**src/rtl/dsgd_pkg.sv**
```systemverilog
package dsgd_pkg;

  // framing symbols
  localparam logic [7:0] SYM_DLE = 8'h10;
  localparam logic [7:0] SYM_ETX = 8'h03;

  // payload limit and counter width (count must reach the limit itself)
  localparam int MAX_PAYLOAD = 64;
  localparam int CNT_W = 7;
  localparam logic [CNT_W-1:0] MAX_COUNT = CNT_W'(MAX_PAYLOAD);
  localparam logic [CNT_W-1:0] LAST_SLOT = CNT_W'(MAX_PAYLOAD - 1);

  // result kinds
  localparam logic [1:0] KIND_BYTE  = 2'd0;
  localparam logic [1:0] KIND_DONE  = 2'd1;
  localparam logic [1:0] KIND_ABORT = 2'd2;

  // framer phases
  localparam logic [1:0] PH_HUNT  = 2'd0;
  localparam logic [1:0] PH_START = 2'd1;
  localparam logic [1:0] PH_BODY  = 2'd2;
  localparam logic [1:0] PH_ESC   = 2'd3;

  // packet ids that carry status
  localparam logic [7:0] ID_HEALTH    = 8'h46;
  localparam logic [7:0] ID_POSITION  = 8'h4a;
  localparam logic [7:0] ID_MACHINE   = 8'h4b;
  localparam logic [7:0] ID_SATS      = 8'h6d;
  localparam logic [7:0] ID_BURST_END = 8'h82;

  // fix mode codes in the satellite packet and as reported
  localparam logic [2:0] RAW_MODE_2D = 3'd3;
  localparam logic [2:0] RAW_MODE_3D = 3'd4;
  localparam logic [1:0] FIX_NONE = 2'd0;
  localparam logic [1:0] FIX_2D   = 2'd1;
  localparam logic [1:0] FIX_3D   = 2'd2;

  // operation queue between front and back
  localparam int QUEUE_DEPTH = 4;
  localparam int QPTR_W = $clog2(QUEUE_DEPTH);
  localparam int QCNT_W = $clog2(QUEUE_DEPTH + 1);
  localparam logic [QCNT_W-1:0] QUEUE_ROOM_LIMIT = QCNT_W'(QUEUE_DEPTH - 2);

  typedef struct packed {
    logic [1:0]       kind;
    logic [CNT_W-1:0] position;
    logic [7:0]       data_byte;
    logic [7:0]       packet_id;
    logic [7:0]       first;
    logic [7:0]       second;
  } op_t;

  typedef struct packed {
    logic push0;
    logic push1;
    op_t  op0;
    op_t  op1;
  } push_t;

  typedef struct packed {
    logic [1:0]       kind;
    logic [CNT_W-1:0] position;
    logic [7:0]       data_byte;
    logic [7:0]       packet_id;
    logic [7:0]       receiver_status;
    logic [3:0]       health_flags;
    logic [1:0]       fix_mode;
    logic [3:0]       sat_count;
    logic             position_valid;
    logic             sequence_done;
  } result_t;

endpackage

```
**src/rtl/dsgd_front.sv**
```systemverilog
module dsgd_front (
  input  logic               clk,
  input  logic               rst,
  input  logic               accept,
  input  logic [7:0]         rx_byte,
  output dsgd_pkg::push_t    req
);

  logic [1:0]                 phase, phase_next;
  logic [dsgd_pkg::CNT_W-1:0] count, count_next;
  logic [7:0]                 current_id, current_id_next;
  logic [7:0]                 first, first_next;
  logic [7:0]                 second, second_next;
  logic [7:0]                 keep_val;
  logic [dsgd_pkg::CNT_W-1:0] count_inc;

  function automatic dsgd_pkg::op_t mk_op(input logic [1:0] kind,
                                          input logic [dsgd_pkg::CNT_W-1:0] pos,
                                          input logic [7:0] data,
                                          input logic [7:0] id,
                                          input logic [7:0] b0,
                                          input logic [7:0] b1);
    dsgd_pkg::op_t o;
    o.kind      = kind;
    o.position  = pos;
    o.data_byte = data;
    o.packet_id = id;
    o.first     = b0;
    o.second    = b1;
    return o;
  endfunction

  assign count_inc = count + dsgd_pkg::CNT_W'(1);

  always_comb begin
    phase_next      = phase;
    count_next      = count;
    current_id_next = current_id;
    first_next      = first;
    second_next     = second;
    keep_val        = (phase == dsgd_pkg::PH_BODY) ? rx_byte : dsgd_pkg::SYM_DLE;
    req             = '0;
    case (phase)
      dsgd_pkg::PH_HUNT: begin
        if (rx_byte == dsgd_pkg::SYM_DLE) phase_next = dsgd_pkg::PH_START;
      end
      dsgd_pkg::PH_START: begin
        if (rx_byte != dsgd_pkg::SYM_DLE && rx_byte != dsgd_pkg::SYM_ETX) begin
          current_id_next = rx_byte;
          count_next      = '0;
          first_next      = '0;
          second_next     = '0;
          phase_next      = dsgd_pkg::PH_BODY;
        end else begin
          phase_next = dsgd_pkg::PH_HUNT;
        end
      end
      default: begin
        if (phase == dsgd_pkg::PH_BODY && rx_byte == dsgd_pkg::SYM_DLE) begin
          phase_next = dsgd_pkg::PH_ESC;
        end else if (phase == dsgd_pkg::PH_ESC && rx_byte == dsgd_pkg::SYM_ETX) begin
          // end of packet, decode happens in the back part
          req.push0  = 1'b1;
          req.op0    = mk_op(dsgd_pkg::KIND_DONE, count, 8'h00, current_id, first, second);
          phase_next = dsgd_pkg::PH_HUNT;
        end else if (count >= dsgd_pkg::MAX_COUNT) begin
          // overflow on the first byte to keep
          req.push0  = 1'b1;
          req.op0    = mk_op(dsgd_pkg::KIND_ABORT, dsgd_pkg::MAX_COUNT, 8'h00,
                             current_id, first, second);
          phase_next = dsgd_pkg::PH_HUNT;
        end else begin
          // keep one byte: plain payload, escaped DLE, or the DLE of a lone DLE
          req.push0  = 1'b1;
          req.op0    = mk_op(dsgd_pkg::KIND_BYTE, count, keep_val, current_id, first, second);
          count_next = count_inc;
          phase_next = dsgd_pkg::PH_BODY;
          if (count == '0) first_next = keep_val;
          if (count == dsgd_pkg::CNT_W'(1)) second_next = keep_val;
          if (phase == dsgd_pkg::PH_ESC && rx_byte != dsgd_pkg::SYM_DLE) begin
            // lone DLE: the byte after it is kept too, or the packet aborts if the DLE took the last slot
            req.push1 = 1'b1;
            if (count == dsgd_pkg::LAST_SLOT) begin
              req.op1    = mk_op(dsgd_pkg::KIND_ABORT, dsgd_pkg::MAX_COUNT, 8'h00,
                                 current_id, first, second);
              phase_next = dsgd_pkg::PH_HUNT;
            end else begin
              req.op1    = mk_op(dsgd_pkg::KIND_BYTE, count_inc, rx_byte, current_id,
                                 first, second);
              count_next = count + dsgd_pkg::CNT_W'(2);
              if (count == '0) second_next = rx_byte;
            end
          end
        end
      end
    endcase
    if (!accept) begin
      req.push0 = 1'b0;
      req.push1 = 1'b0;
    end
  end

  always_ff @(posedge clk) begin
    if (rst) begin
      phase      <= dsgd_pkg::PH_HUNT;
      count      <= '0;
      current_id <= '0;
      first      <= '0;
      second     <= '0;
    end else if (accept) begin
      phase      <= phase_next;
      count      <= count_next;
      current_id <= current_id_next;
      first      <= first_next;
      second     <= second_next;
    end
  end

endmodule

```
**src/rtl/dsgd_queue.sv**
```systemverilog
module dsgd_queue (
  input  logic                        clk,
  input  logic                        rst,
  input  dsgd_pkg::push_t             req,
  output logic                        no_room,
  output logic                        op_valid,
  output dsgd_pkg::op_t               op,
  input  logic                        op_take,
  output logic [dsgd_pkg::QCNT_W-1:0] fill
);

  dsgd_pkg::op_t               mem [dsgd_pkg::QUEUE_DEPTH];
  logic [dsgd_pkg::QPTR_W-1:0] wr_ptr, rd_ptr, wr_ptr1;
  logic [dsgd_pkg::QCNT_W-1:0] n_in, n_out;

  assign wr_ptr1  = wr_ptr + dsgd_pkg::QPTR_W'(1);
  assign op_valid = (fill != '0);
  assign op       = mem[rd_ptr];
  // room for two operations is needed before a byte is taken
  assign no_room  = (fill > dsgd_pkg::QUEUE_ROOM_LIMIT);
  assign n_in     = dsgd_pkg::QCNT_W'(req.push0) + dsgd_pkg::QCNT_W'(req.push1);
  assign n_out    = dsgd_pkg::QCNT_W'(op_take && op_valid);

  always_ff @(posedge clk) begin
    if (req.push0) mem[wr_ptr] <= req.op0;
    if (req.push1) mem[wr_ptr1] <= req.op1;
  end

  always_ff @(posedge clk) begin
    if (rst) begin
      wr_ptr <= '0;
      rd_ptr <= '0;
      fill   <= '0;
    end else begin
      wr_ptr <= wr_ptr + dsgd_pkg::QPTR_W'(n_in);
      rd_ptr <= rd_ptr + dsgd_pkg::QPTR_W'(n_out);
      fill   <= fill + n_in - n_out;
    end
  end

endmodule

```
**src/rtl/dsgd_back.sv**
```systemverilog
module dsgd_back (
  input  logic              clk,
  input  logic              rst,
  input  logic              op_valid,
  input  dsgd_pkg::op_t     op,
  output logic              op_take,
  output logic              res_valid,
  output dsgd_pkg::result_t res,
  input  logic              res_pop
);

  logic [7:0] status_byte, status_byte_next;
  logic [3:0] health_bits, health_bits_next;
  logic [1:0] mode_bits, mode_bits_next;
  logic [3:0] sats_seen, sats_seen_next;
  logic       pos_seen, pos_seen_next;
  logic       burst_end, burst_end_next;

  assign op_take = op_valid && (!res_valid || res_pop);

  always_comb begin
    status_byte_next = status_byte;
    health_bits_next = health_bits;
    mode_bits_next   = mode_bits;
    sats_seen_next   = sats_seen;
    pos_seen_next    = pos_seen;
    burst_end_next   = burst_end;
    if (op.kind == dsgd_pkg::KIND_DONE) begin
      case (op.packet_id)
        dsgd_pkg::ID_HEALTH: begin
          status_byte_next    = op.second;
          health_bits_next[0] = op.second[0];
          health_bits_next[1] = op.second[4];
        end
        dsgd_pkg::ID_POSITION: pos_seen_next = 1'b1;
        dsgd_pkg::ID_MACHINE: begin
          health_bits_next[2] = op.second[1];
          health_bits_next[3] = op.second[3];
        end
        dsgd_pkg::ID_SATS: begin
          if (op.first[2:0] == dsgd_pkg::RAW_MODE_2D) mode_bits_next = dsgd_pkg::FIX_2D;
          else if (op.first[2:0] == dsgd_pkg::RAW_MODE_3D) mode_bits_next = dsgd_pkg::FIX_3D;
          else mode_bits_next = dsgd_pkg::FIX_NONE;
          sats_seen_next = op.first[7:4];
        end
        dsgd_pkg::ID_BURST_END: burst_end_next = 1'b1;
        default: ;
      endcase
    end
  end

  always_ff @(posedge clk) begin
    if (rst) begin
      res_valid   <= 1'b0;
      status_byte <= '0;
      health_bits <= '0;
      mode_bits   <= '0;
      sats_seen   <= '0;
      pos_seen    <= 1'b0;
      burst_end   <= 1'b0;
    end else if (op_take) begin
      res_valid   <= 1'b1;
      status_byte <= status_byte_next;
      health_bits <= health_bits_next;
      mode_bits   <= mode_bits_next;
      sats_seen   <= sats_seen_next;
      pos_seen    <= pos_seen_next;
      burst_end   <= burst_end_next;
    end else if (res_pop) begin
      res_valid <= 1'b0;
    end
  end

  always_ff @(posedge clk) begin
    if (op_take) begin
      res.kind            <= op.kind;
      res.position        <= op.position;
      res.data_byte       <= op.data_byte;
      res.packet_id       <= op.packet_id;
      res.receiver_status <= status_byte_next;
      res.health_flags    <= health_bits_next;
      res.fix_mode        <= mode_bits_next;
      res.sat_count       <= sats_seen_next;
      res.position_valid  <= pos_seen_next;
      res.sequence_done   <= burst_end_next;
    end
  end

endmodule

```
**src/rtl/dle_stuffed_gps_packet_deframer.sv**
```systemverilog
// a byte that yields a result passes through the operation queue and the result register to the result ports
// throughput: one byte per cycle while the queue has room; a lone DLE inside a payload yields two results,
//   which leave one per cycle through the single result register while the receiver pops
// byte intake stops while the operation queue lacks room for two operations
// reset (rst, synchronous): framer back to hunting, queue and result register emptied,
//   all status fields cleared
module dle_stuffed_gps_packet_deframer (
  input  logic       clk,
  input  logic       rst,
  // byte input, queue style
  input  logic       push,
  output logic       full,
  input  logic [7:0] rx_byte,
  // result output, queue style
  output logic       empty,
  input  logic       pop,
  output logic [1:0] kind,
  output logic [6:0] position,
  output logic [7:0] data_byte,
  output logic [7:0] packet_id,
  output logic [7:0] receiver_status,
  output logic [3:0] health_flags,
  output logic [1:0] fix_mode,
  output logic [3:0] sat_count,
  output logic       position_valid,
  output logic       sequence_done
);

  // front: framing, un-stuffing, overflow check; up to two operations per byte
  // queue: holds operations so the framer keeps taking bytes while results wait
  // back: status decode and the result register
  dsgd_pkg::push_t                req;
  dsgd_pkg::op_t                  op;
  dsgd_pkg::result_t              res;
  logic                           accept;
  logic                           op_valid;
  logic                           op_take;
  logic                           res_valid;
  logic [dsgd_pkg::QCNT_W-1:0]    fill;

  // a transaction on the input side
  assign accept = push && !full;

  dsgd_front u_front (
    .clk     (clk),
    .rst     (rst),
    .accept  (accept),
    .rx_byte (rx_byte),
    .req     (req)
  );

  dsgd_queue u_queue (
    .clk      (clk),
    .rst      (rst),
    .req      (req),
    .no_room  (full),
    .op_valid (op_valid),
    .op       (op),
    .op_take  (op_take),
    .fill     (fill)
  );

  dsgd_back u_back (
    .clk       (clk),
    .rst       (rst),
    .op_valid  (op_valid),
    .op        (op),
    .op_take   (op_take),
    .res_valid (res_valid),
    .res       (res),
    .res_pop   (pop)
  );

  // result ports straight from the result register
  assign empty           = !res_valid;
  assign kind            = res.kind;
  assign position        = res.position;
  assign data_byte       = res.data_byte;
  assign packet_id       = res.packet_id;
  assign receiver_status = res.receiver_status;
  assign health_flags    = res.health_flags;
  assign fix_mode        = res.fix_mode;
  assign sat_count       = res.sat_count;
  assign position_valid  = res.position_valid;
  assign sequence_done   = res.sequence_done;

  // queue never holds more operations than it has slots
  a_fill_bound: assert property (@(posedge clk) disable iff (rst)
    fill <= dsgd_pkg::QCNT_W'(dsgd_pkg::QUEUE_DEPTH))
    else $error("operation queue overfilled");

  // a second operation is only pushed together with a first
  a_push_pair: assert property (@(posedge clk) disable iff (rst)
    req.push1 |-> req.push0)
    else $error("second operation without first");

  // nothing is pushed unless a byte transaction happens
  a_push_on_accept: assert property (@(posedge clk) disable iff (rst)
    (req.push0 || req.push1) |-> accept)
    else $error("operation pushed without a byte");

  // last result taken with nothing queued leaves the output empty
  a_drain: assert property (@(posedge clk) disable iff (rst)
    (pop && !empty && !op_valid) |=> empty)
    else $error("result register refilled from an empty queue");

  // status flags that latch once set never clear outside reset
  a_sticky: assert property (@(posedge clk) disable iff (rst)
    (!empty && position_valid && sequence_done) |=>
      (empty || (position_valid && sequence_done)))
    else $error("sticky status flag cleared");

endmodule

```
**config.mk**
```make
export PLATFORM = sky130hd
export DESIGN_NAME = dle_stuffed_gps_packet_deframer
export DESIGN_NICKNAME = d
export VERILOG_FILES = /design/src/rtl/dsgd_pkg.sv /design/src/rtl/dsgd_front.sv /design/src/rtl/dsgd_queue.sv /design/src/rtl/dsgd_back.sv /design/src/rtl/dle_stuffed_gps_packet_deframer.sv
export SDC_FILE = /design/constraint.sdc
export NUM_CORES = 1
export LEC_CHECK = 0
export BUFFER_PORTS_ARGS = -buffer_cell sky130_fd_sc_hd__buf_4
export CAP_MARGIN = 20
export CORE_MARGIN = 2
export CORE_UTILIZATION = 63
export DETAILED_ROUTE_END_ITERATION = 6
export GPL_TIMING_DRIVEN = 0
export PLACE_DENSITY_LB_ADDON = 0.08
export REMOVE_ABC_BUFFERS = 1
export SYNTH_ARGS = -nofsm -noshare
export SYNTH_HDL_FRONTEND = slang
export SYNTH_SLANG_ARGS = --single-unit
export TNS_END_PERCENT = 100
```
**constraint.sdc**
```tcl
create_clock -name clk -period 8.4 [get_ports clk]
set_clock_uncertainty 0.05 [all_clocks]
set_input_delay 0 -clock clk [delete_from_list [all_inputs] [get_ports clk]]
set_output_delay 0 -clock clk [all_outputs]
set_load 0.02 [all_outputs]
```
==> results_dict.tcl, run 1 <==
set metrics [dict create \
    drive_above_1_share 0.202 \
    dpl.hpwl_um 17200 \
    post-place-ws_ns 4.73 \
    fp.dieW_um 140 \
    seq_area_frac_synth 0.625 \
    route.antenna.remaining_nets 0 \
    root_driver "sky130_fd_sc_hd__clkbuf_16" \
    gr-usage-met3 0.0349 \
    synth_top_cells_by_count "sky130_fd_sc_hd__edfxtp_1 (201), sky130_fd_sc_hd__nor2_1 (139), sky130_fd_sc_hd__dfxtp_1 (64)" \
    p_leak_nw 4.05 \
    synthDistinctLibCells 74 \
    clkSlewWorstSetupHoldPaths_ns 0.06 \
    cts_repair_resize_count 0 \
    synth-warning-count 0 \
    tritoncts "done" \
    cp_data_arrival_time_ns 3.93 \
    post-route-worst-setup-slack_ns 4.81 \
    clock_tree.buffer_depth 3 \
    grtUsageMet2 0.465 \
    timing.critical_path.fanout_max 41 \
    finalWorstPathRequiredPeriod_ns 3.59 \
    routed_wire_length_per_instance_um 21.9 \
    detail_route.iter0.violations 764 \
    io_buffer_count 58 \
    numClockSinks 265 \
    mappedNetlistArea_um2 11700 \
    drt_wl_total_um 26200 \
    total_inserted_antenna_cells 0 \
    synth_top_flop_cell "sky130_fd_sc_hd__edfxtp_1" \
    worst_slew_margin_rel 0.339 \
    syn2layout_area_growth_pct 14.7 \
    start_kind "flip-flop" \
    synth_edf_count 201 \
    groute.usage.overall 0.272 \
    gp_congestion 0.868 \
    asyncSetResetFlopFracSynth 0 \
    globalRoute.busiestLayer "met2" \
    final_setup_violation_count 0 \
    fillCellCount 1177 \
    die-area_um2 19700 \
    outcome "finished, final reports clean" \
    grt_antenna_before_repair 0 \
    grt_setup_unrepaired "false" \
    power.density_nw_per_um2 243 \
    grtUsageMet1 0.371 \
    setup_total_negative_slack_ns 0 \
    rows 49 \
    initial_utilization 0.647 \
    core_um2 18100 \
    via_count 7579 \
    fp.dieH_um 140 \
    worstMarginPinSlew_ns 0.983 \
    cts.htree.levels 1 \
    io_pins 59 \
    cts-buffers-inserted 27 \
    timing_hold_violations_final 0 \
    yosys.area.top_type_share 0.516 \
    worst_setup_path_end_kind "flip-flop" \
    worst_hold_path_type "primary input to flip-flop" \
    criticalPathCategory "flip-flop to flip-flop" \
    vdd_ir_drop_max_v 0.000179 \
    number_of_global_route_vias_before_repair 7669 \
    yosys-top-cells-area "sky130_fd_sc_hd__edfxtp_1 (52%), sky130_fd_sc_hd__dfxtp_1 (11%), sky130_fd_sc_hd__mux4_2 (7.5%), sky130_fd_sc_hd__nor2_1 (4.5%), sky130_fd_sc_hd__mux2i_1 (2.4%)" \
    clkLatencyLatePin_ns 0.53 \
    ys_ff_latch 265 \
    finalNetCount 968 \
    drv_slew 0 \
    route.detailed.drc 0 \
    grt_pass1_wl_um 41600 \
    post-synth-top-area-cell "sky130_fd_sc_hd__edfxtp_1" \
    top_achievable_clock_speed_mhz 278 \
    max-cap-violations 0 \
    drt-vias-per-instance 6.34 \
    drt_pre_antenna_iters 5 \
    syn_inst 888 \
    avgSynthCellArea_um2 13.2 \
    grt_max_degree 55 \
    synth.most_common_cell "sky130_fd_sc_hd__edfxtp_1" \
    grt.overflow.total 0 \
    post-route-period-util 0.428 \
    worstPathRequired_ns 8.74 \
]
## worst paths after layout
kind | from | endpoint | slack [ns] | depth (start not counted)
min reg2reg | u_front.first[1]$_SDFFE_PP0P_ | u_front.first[1]$_SDFFE_PP0P_ | 0.43 | 2
min | rx_byte[3] | u_front.second[3]$_SDFFE_PP0P_ | 0.31 | 3
max reg2reg | u_queue.rd_ptr[0]$_SDFF_PP0_ | u_back.status_byte[3]$_SDFFE_PP0P_ | 4.81 | 5
max | u_queue.rd_ptr[0]$_SDFF_PP0_ | u_back.status_byte[3]$_SDFFE_PP0P_ | 4.81 | 5
## critical path, stage by stage (launching register included)
cell and delay, ns:
sky130_fd_sc_hd__dfxtp_4 0.92, sky130_fd_sc_hd__mux4_1 0.77, sky130_fd_sc_hd__or4b_1 0.55, sky130_fd_sc_hd__nor4_4 0.77, sky130_fd_sc_hd__mux2i_1 0.30, sky130_fd_sc_hd__nor2_1 0.06
## per-layer routing
metal | wire length [um] | vias to the layer above
li1 | - | 3454
met1 | 10700 | 3762
met2 | 13400 | 316
met3 | 1720 | 47
met4 | 439 | 0
met5 | 0 | -
## where the power goes
| part | switching, mW | leakage, nW | total [mW] | internal, mW |
|---|---|---|---|---|
| clock network | 0.485 | 0.409 | 1.16 | 0.671 |
| registers | 0.0844 | 2.06 | 1.59 | 1.50 |
| logic | 0.284 | 1.58 | 0.525 | 0.242 |
| total | 0.853 | 4.05 | 3.27 | 2.41 |
## cells in the final DEF (no fill, tap or decap), drive strengths merged, types with 4 or more instances in the layout
cell type	netlist	routed
o21ai	18	18
nor4	8	8
inv	19	20
dfxtp	64	64
edfxtp	201	201
a21oi	22	22
buf	20	72
nand4	10	10
o22ai	22	22
nor3	9	9
nand3	15	15
a31oi	11	11
o211a	8	8
clkbuf	36	35
nand2	53	53
dlygate4sd3	0	12
mux4	40	40
mux2	19	19
clkinvlp	0	4
o211ai	5	5
nor2	139	139
and2	5	5
o22a	4	4
o2bb2ai	4	4
and3	5	5
nand2b	7	7
a221o	8	8
ha	10	10
mux2i	28	28
or3	9	9
clkinv	2	10
nor2b	33	33
xnor2	8	8
## metrics by stage
stage	area [um^2]	power, mW	hold slack, ns	instances	util
detailed placement	12400	2.14	0.285	1133	0.688
global route	13400	3.38	0.310	1195	0.742
global placement	12200	2.12	0.255	1119	0.673
floorplan	11500	1.92	0.0167	832	-
finish	13400	3.27	0.306	1195	0.742
CTS	13400	3.29	0.278	1195	0.742
## what timing repair did
item | in CTS | in global routing
endpoints found under the hold margin | 85 | 0
setup buffers | 0 | 0
hold buffers | 12 | 0
## cells by family (layout without fill, tap and decap cells)
group | Yosys count | in the layout | share of synthesized area
xor gates and xnor gates | 9 | 9 | 0.00674
muxes | 87 | 87 | 0.120
buffers and inverters | 77 | 155 | 0.0277
AOI/OAI and AO/OA | 125 | 125 | 0.0775
adders and majority gates | 11 | 11 | 0.0124
and+or+nand+nor | 314 | 314 | 0.131
DFF | 265 | 265 | 0.625
## state kept, by name (all words and copies together), names as in the netlist
name and cells:
u_back.pos_seen 1, u_back.health_bits 4, u_queue.fill 3, u_front.second 8
u_back.sats_seen 4, u_back.mode_bits 2, u_queue.rd_ptr 2, u_front.count 7
u_back.res 45, u_queue.wr_ptr 2, u_back.res_valid 1, u_queue.mem 160
u_back.status_byte 8, u_front.phase 2, u_back.burst_end 1, u_front.first 7
u_front.current_id 8
## cell type report
cell class / instances / area, um^2 / area share
tap: 229 / 287 / 0.0213
clock inverter: 15 / 134 / 0.00997
clock buffer: 35 / 726 / 0.0540
sequential: 265 / 7320 / 0.545
multi-input combinational: 546 / 4100 / 0.305
timing repair buffer: 84 / 783 / 0.0583
inverter: 21 / 78.8 / 0.00587
Note: power is estimated with default switching activity, not from simulation.
==> inputs of run 2 (changes only) <==
- ABC_AREA: not set -> 1
- CORE_UTILIZATION: 63 -> 62
- clock period: 8.4 -> 3.7 ns (I/O delays scaled with it)
==> run 2 against run 1 <==
Effect of this change: register-to-register slack got worse by 4.7 ns; die area up 7.3%; flip-flop and latch count unchanged; non-clock buffer count unchanged; worst setup slack worse by 4.7 ns; combinational power rose to 4.8 times the previous value; power grew to 2.9 times the previous value; wire length is 19% higher; critical endpoint is now u_queue.mem[0][22]$_DFFE_PP_; largest cell class unchanged; largest power group unchanged.
==> results_dict.tcl, run 2 <==
set metrics [dict create \
    outcome "finished, final reports clean" \
    initial_utilization 0.634 \
    pwr-share-clk 0.323 \
    rows 51 \
    largest_reg_flops 160 \
    clkSlewWorstSetupHoldPaths_ns 0.06 \
    grt_max_degree 84 \
    timing_hold_violations_final 0 \
    synthDistinctLibCells 35 \
    rr_startpoint "u_front.phase[1]$_SDFFE_PP0P_" \
    detail_route.iter0.violations 1018 \
    fp.dieW_um 145 \
    via_count 10100 \
    worst_hold_path_type "primary input to flip-flop" \
    grt_antenna_before_repair 0 \
    cp_num_cells 11 \
    post-route-period-util 0.967 \
    seq_area_frac_synth 0.591 \
    synth_top_flop_cell "sky130_fd_sc_hd__edfxtp_1" \
    commonest_non_fill_non_tap_cell_in_the_layout "sky130_fd_sc_hd__nand2_1" \
    reg_top3 "u_queue.mem: 160 flops, u_back.res: 45 flops" \
    worst-path-buf-inv 4 \
    drt-vias-per-instance 5.79 \
    cts-buffers-inserted 27 \
    worstMarginPinSlew_ns 1.01 \
    power.share.combinational 0.265 \
    worst_setup_path_end_kind "flip-flop" \
    critical_path.reg2reg.endpoint "u_queue.mem[0][22]$_DFFE_PP_" \
    grt.overflow.total 0 \
    routed_wire_length_per_instance_um 17.9 \
    dpl.hpwl_um 18800 \
    grt_pass1_wl_um 49000 \
    final_setup_violation_count 0 \
    syn_inst 1404 \
    synth_edf_count 201 \
    start_kind "flip-flop" \
    route.detailed.drc 0 \
    max-cap-violations 0 \
    ys_ff_latch 265 \
    mappedNetlistArea_um2 12400 \
    rrSetupSlack_ns 0.12 \
    hold_ws_ns 0.297 \
    timing.critical_path.fanout_max 28 \
    asyncSetResetFlopFracSynth 0 \
    top_achievable_clock_speed_mhz 279 \
    post-place-ws_ns -0.656 \
    intPower_mw 6.44 \
    vdd_ir_drop_max_v 0.000702 \
    p_leak_nw 5.65 \
    layout_common_cells "sky130_fd_sc_hd__nand2_1 (359), sky130_fd_sc_hd__nor2_1 (212), sky130_fd_sc_hd__edfxtp_1 (201)" \
    worstPathRequired_ns 3.88 \
    post-route-util 0.731 \
    io_pins 59 \
    gp_congestion 0.885 \
    post-route-worst-setup-slack_ns 0.122 \
    largest-register "u_queue.mem" \
    worstHoldPathCells 4 \
    drt_pre_antenna_iters 6 \
    drive_above_1_share 0.106 \
    groute.usage.overall 0.290 \
    route.antenna.remaining_nets 0 \
    number_of_global_route_vias_before_repair 9483 \
    cp_top_family "simple AND/OR/NAND/NOR gates" \
    fp.dieH_um 145 \
    pwr-share-seq 0.412 \
    worst_slew_margin_rel 0.327 \
    most_frequent_cp_cell "sky130_fd_sc_hd__nor2_4" \
    clock_tree.buffer_depth 3 \
    finalWorstPathRequiredPeriod_ns 3.58 \
    core_um2 19500 \
    hold_path_startpoint "rx_byte[5]" \
    post-synth-top-area-cell "sky130_fd_sc_hd__edfxtp_1" \
    synth-warning-count 0 \
    clkLatencyLatePin_ns 0.54 \
    drv_slew 0 \
    avgSynthCellArea_um2 8.82 \
    die-area_um2 21100 \
    drt_wl_total_um 31100 \
    worst-r2r-cell-count 11 \
    io_buffer_count 58 \
    finalNetCount 1473 \
    swShare 0.320 \
    cpPeakStageDelay_ns 0.58 \
    synth.most_common_cell "sky130_fd_sc_hd__nand2_1" \
    timing.critical_path.cells "inv_1 -> nor2_4 -> nand2_2 -> nand2_1 -> nor2_4 -> nand3_2 -> nor2_1 -> nor2_4 -> buf_16 -> inv_2 -> buf_12" \
    tritoncts "done" \
    numClockSinks 265 \
    cts.htree.levels 1 \
    critical_path.slowest_cell "sky130_fd_sc_hd__nor2_1" \
    cp_data_arrival_time_ns 3.76 \
    worstHoldEndpoint "u_front.first[5]$_SDFFE_PP0P_" \
    yosys-top-cells-area "sky130_fd_sc_hd__edfxtp_1 (49%), sky130_fd_sc_hd__nand2_1 (11%), sky130_fd_sc_hd__dfxtp_1 (10%), sky130_fd_sc_hd__nor2_1 (6.5%), sky130_fd_sc_hd__o21ai_0 (5.5%)" \
    synth_top_cells_by_count "sky130_fd_sc_hd__nand2_1 (362), sky130_fd_sc_hd__nor2_1 (213), sky130_fd_sc_hd__edfxtp_1 (201)" \
    power.density_nw_per_um2 663 \
    instances_no_fill 1736 \
    yosys.area.top_type_share 0.487 \
    grt_setup_unrepaired "false" \
    switchingPower_mw 3.02 \
    post-place-cells 1671 \
    criticalPathCategory "flip-flop to flip-flop" \
    syn2layout_area_growth_pct 15.3 \
    root_driver "sky130_fd_sc_hd__clkbuf_16" \
    total_inserted_antenna_cells 0 \
    fillCellCount 1465 \
]
==> run 2: worst max path at each step <==
stage / start / end / slack [ns]
final: u_front.phase[1]$_SDFFE_PP0P_ / u_queue.mem[0][22]$_DFFE_PP_ / 0.12
after global routing: u_front.phase[1]$_SDFFE_PP0P_ / u_queue.mem[0][13]$_DFFE_PP_ / 0.03
after CTS: u_front.phase[1]$_SDFFE_PP0P_ / u_queue.mem[3][37]$_DFFE_PP_ / 0.05
after detailed placement: u_front.phase[1]$_SDFFE_PP0P_ / u_queue.mem[0][29]$_DFFE_PP_ / -0.66
after global placement: u_queue.fill[2]$_SDFF_PP0_ / u_queue.fill[2]$_SDFF_PP0_ / -3.80
after floorplan: u_back.res_valid$_SDFFE_PP0P_ / u_queue.fill[2]$_SDFF_PP0_ / -2.06
==> run 2: power groups by stage <==
stage | combinational (mW) | clock [mW] | sequential, mW
6_report | 2.51 | 3.06 | 3.90
5_1_grt | 2.75 | 3.20 | 3.94
4_1_cts | 2.43 | 3.08 | 3.94
2_1_floorplan | 1.20 | 0 | 4.28
3_5_place_dp | 2.40 | 0 | 3.99
3_3_place_gp | 2.29 | 0 | 4.02
==> run 2: metal layers <==
metal / global-route usage / share of wire / vias to the layer above
li1: - / - / 4778
met1: 0.389 / 0.41 / 4733
met2: 0.483 / 0.47 / 475
met3: 0.0473 / 0.090 / 66
met4: 0.103 / 0.028 / 0
met5: 0 / 0 / -
==> run 2: cell type report <==
type                    count  area [um^2]  share of cell area
well taps                 265          332              0.0232
multi-input cells         949         4340               0.304
clock buffers              30          697              0.0488
repair buffers             84          817              0.0572
inverters                 123          468              0.0328
flip-flops and latches    265         7320               0.513
clock inverters            20          305              0.0214
==> run 2: logic make-up after synthesis <==
kind of cell,Yosys count,share of synthesized area
AOI/OAI and AO/OA,244,0.104
and+or+nand+nor,687,0.226
buffers and inverters,190,0.0628
DFF,265,0.591
xor gates and xnor gates,7,0.00495
adders and majority gates,11,0.0117
==> run 2: worst register-to-register path: stages (launching register included) <==
cell and delay (ns):
sky130_fd_sc_hd__dfxtp_1 0.37, sky130_fd_sc_hd__inv_1 0.15, sky130_fd_sc_hd__nor2_4 0.10, sky130_fd_sc_hd__nand2_2 0.12
sky130_fd_sc_hd__nand2_1 0.15, sky130_fd_sc_hd__nor2_4 0.22, sky130_fd_sc_hd__nand3_2 0.50, sky130_fd_sc_hd__nor2_1 0.60
sky130_fd_sc_hd__nor2_4 0.17, sky130_fd_sc_hd__buf_16 0.21, sky130_fd_sc_hd__inv_2 0.31, sky130_fd_sc_hd__buf_12 0.28
==> run 2: through the flow <==
step           cell area (um^2)  TNS [ns]  total power, mW
2_1_floorplan             12100    -68.87             5.47
3_3_place_gp              12800   -492.93             6.30
3_5_place_dp              13100    -52.63             6.40
4_1_cts                   14200         0             9.45
5_1_grt                   14300         0             9.89
6_report                  14300         0             9.47
==> run 2: timing repair <==
item                       in CTS  in global routing
gates resized for setup         6                  2
setup endpoints to repair     141                 40
hold buffers                   11                  0
pin swaps                       0                  0
buffers inserted                0                  4
hold endpoints to repair       79                  0
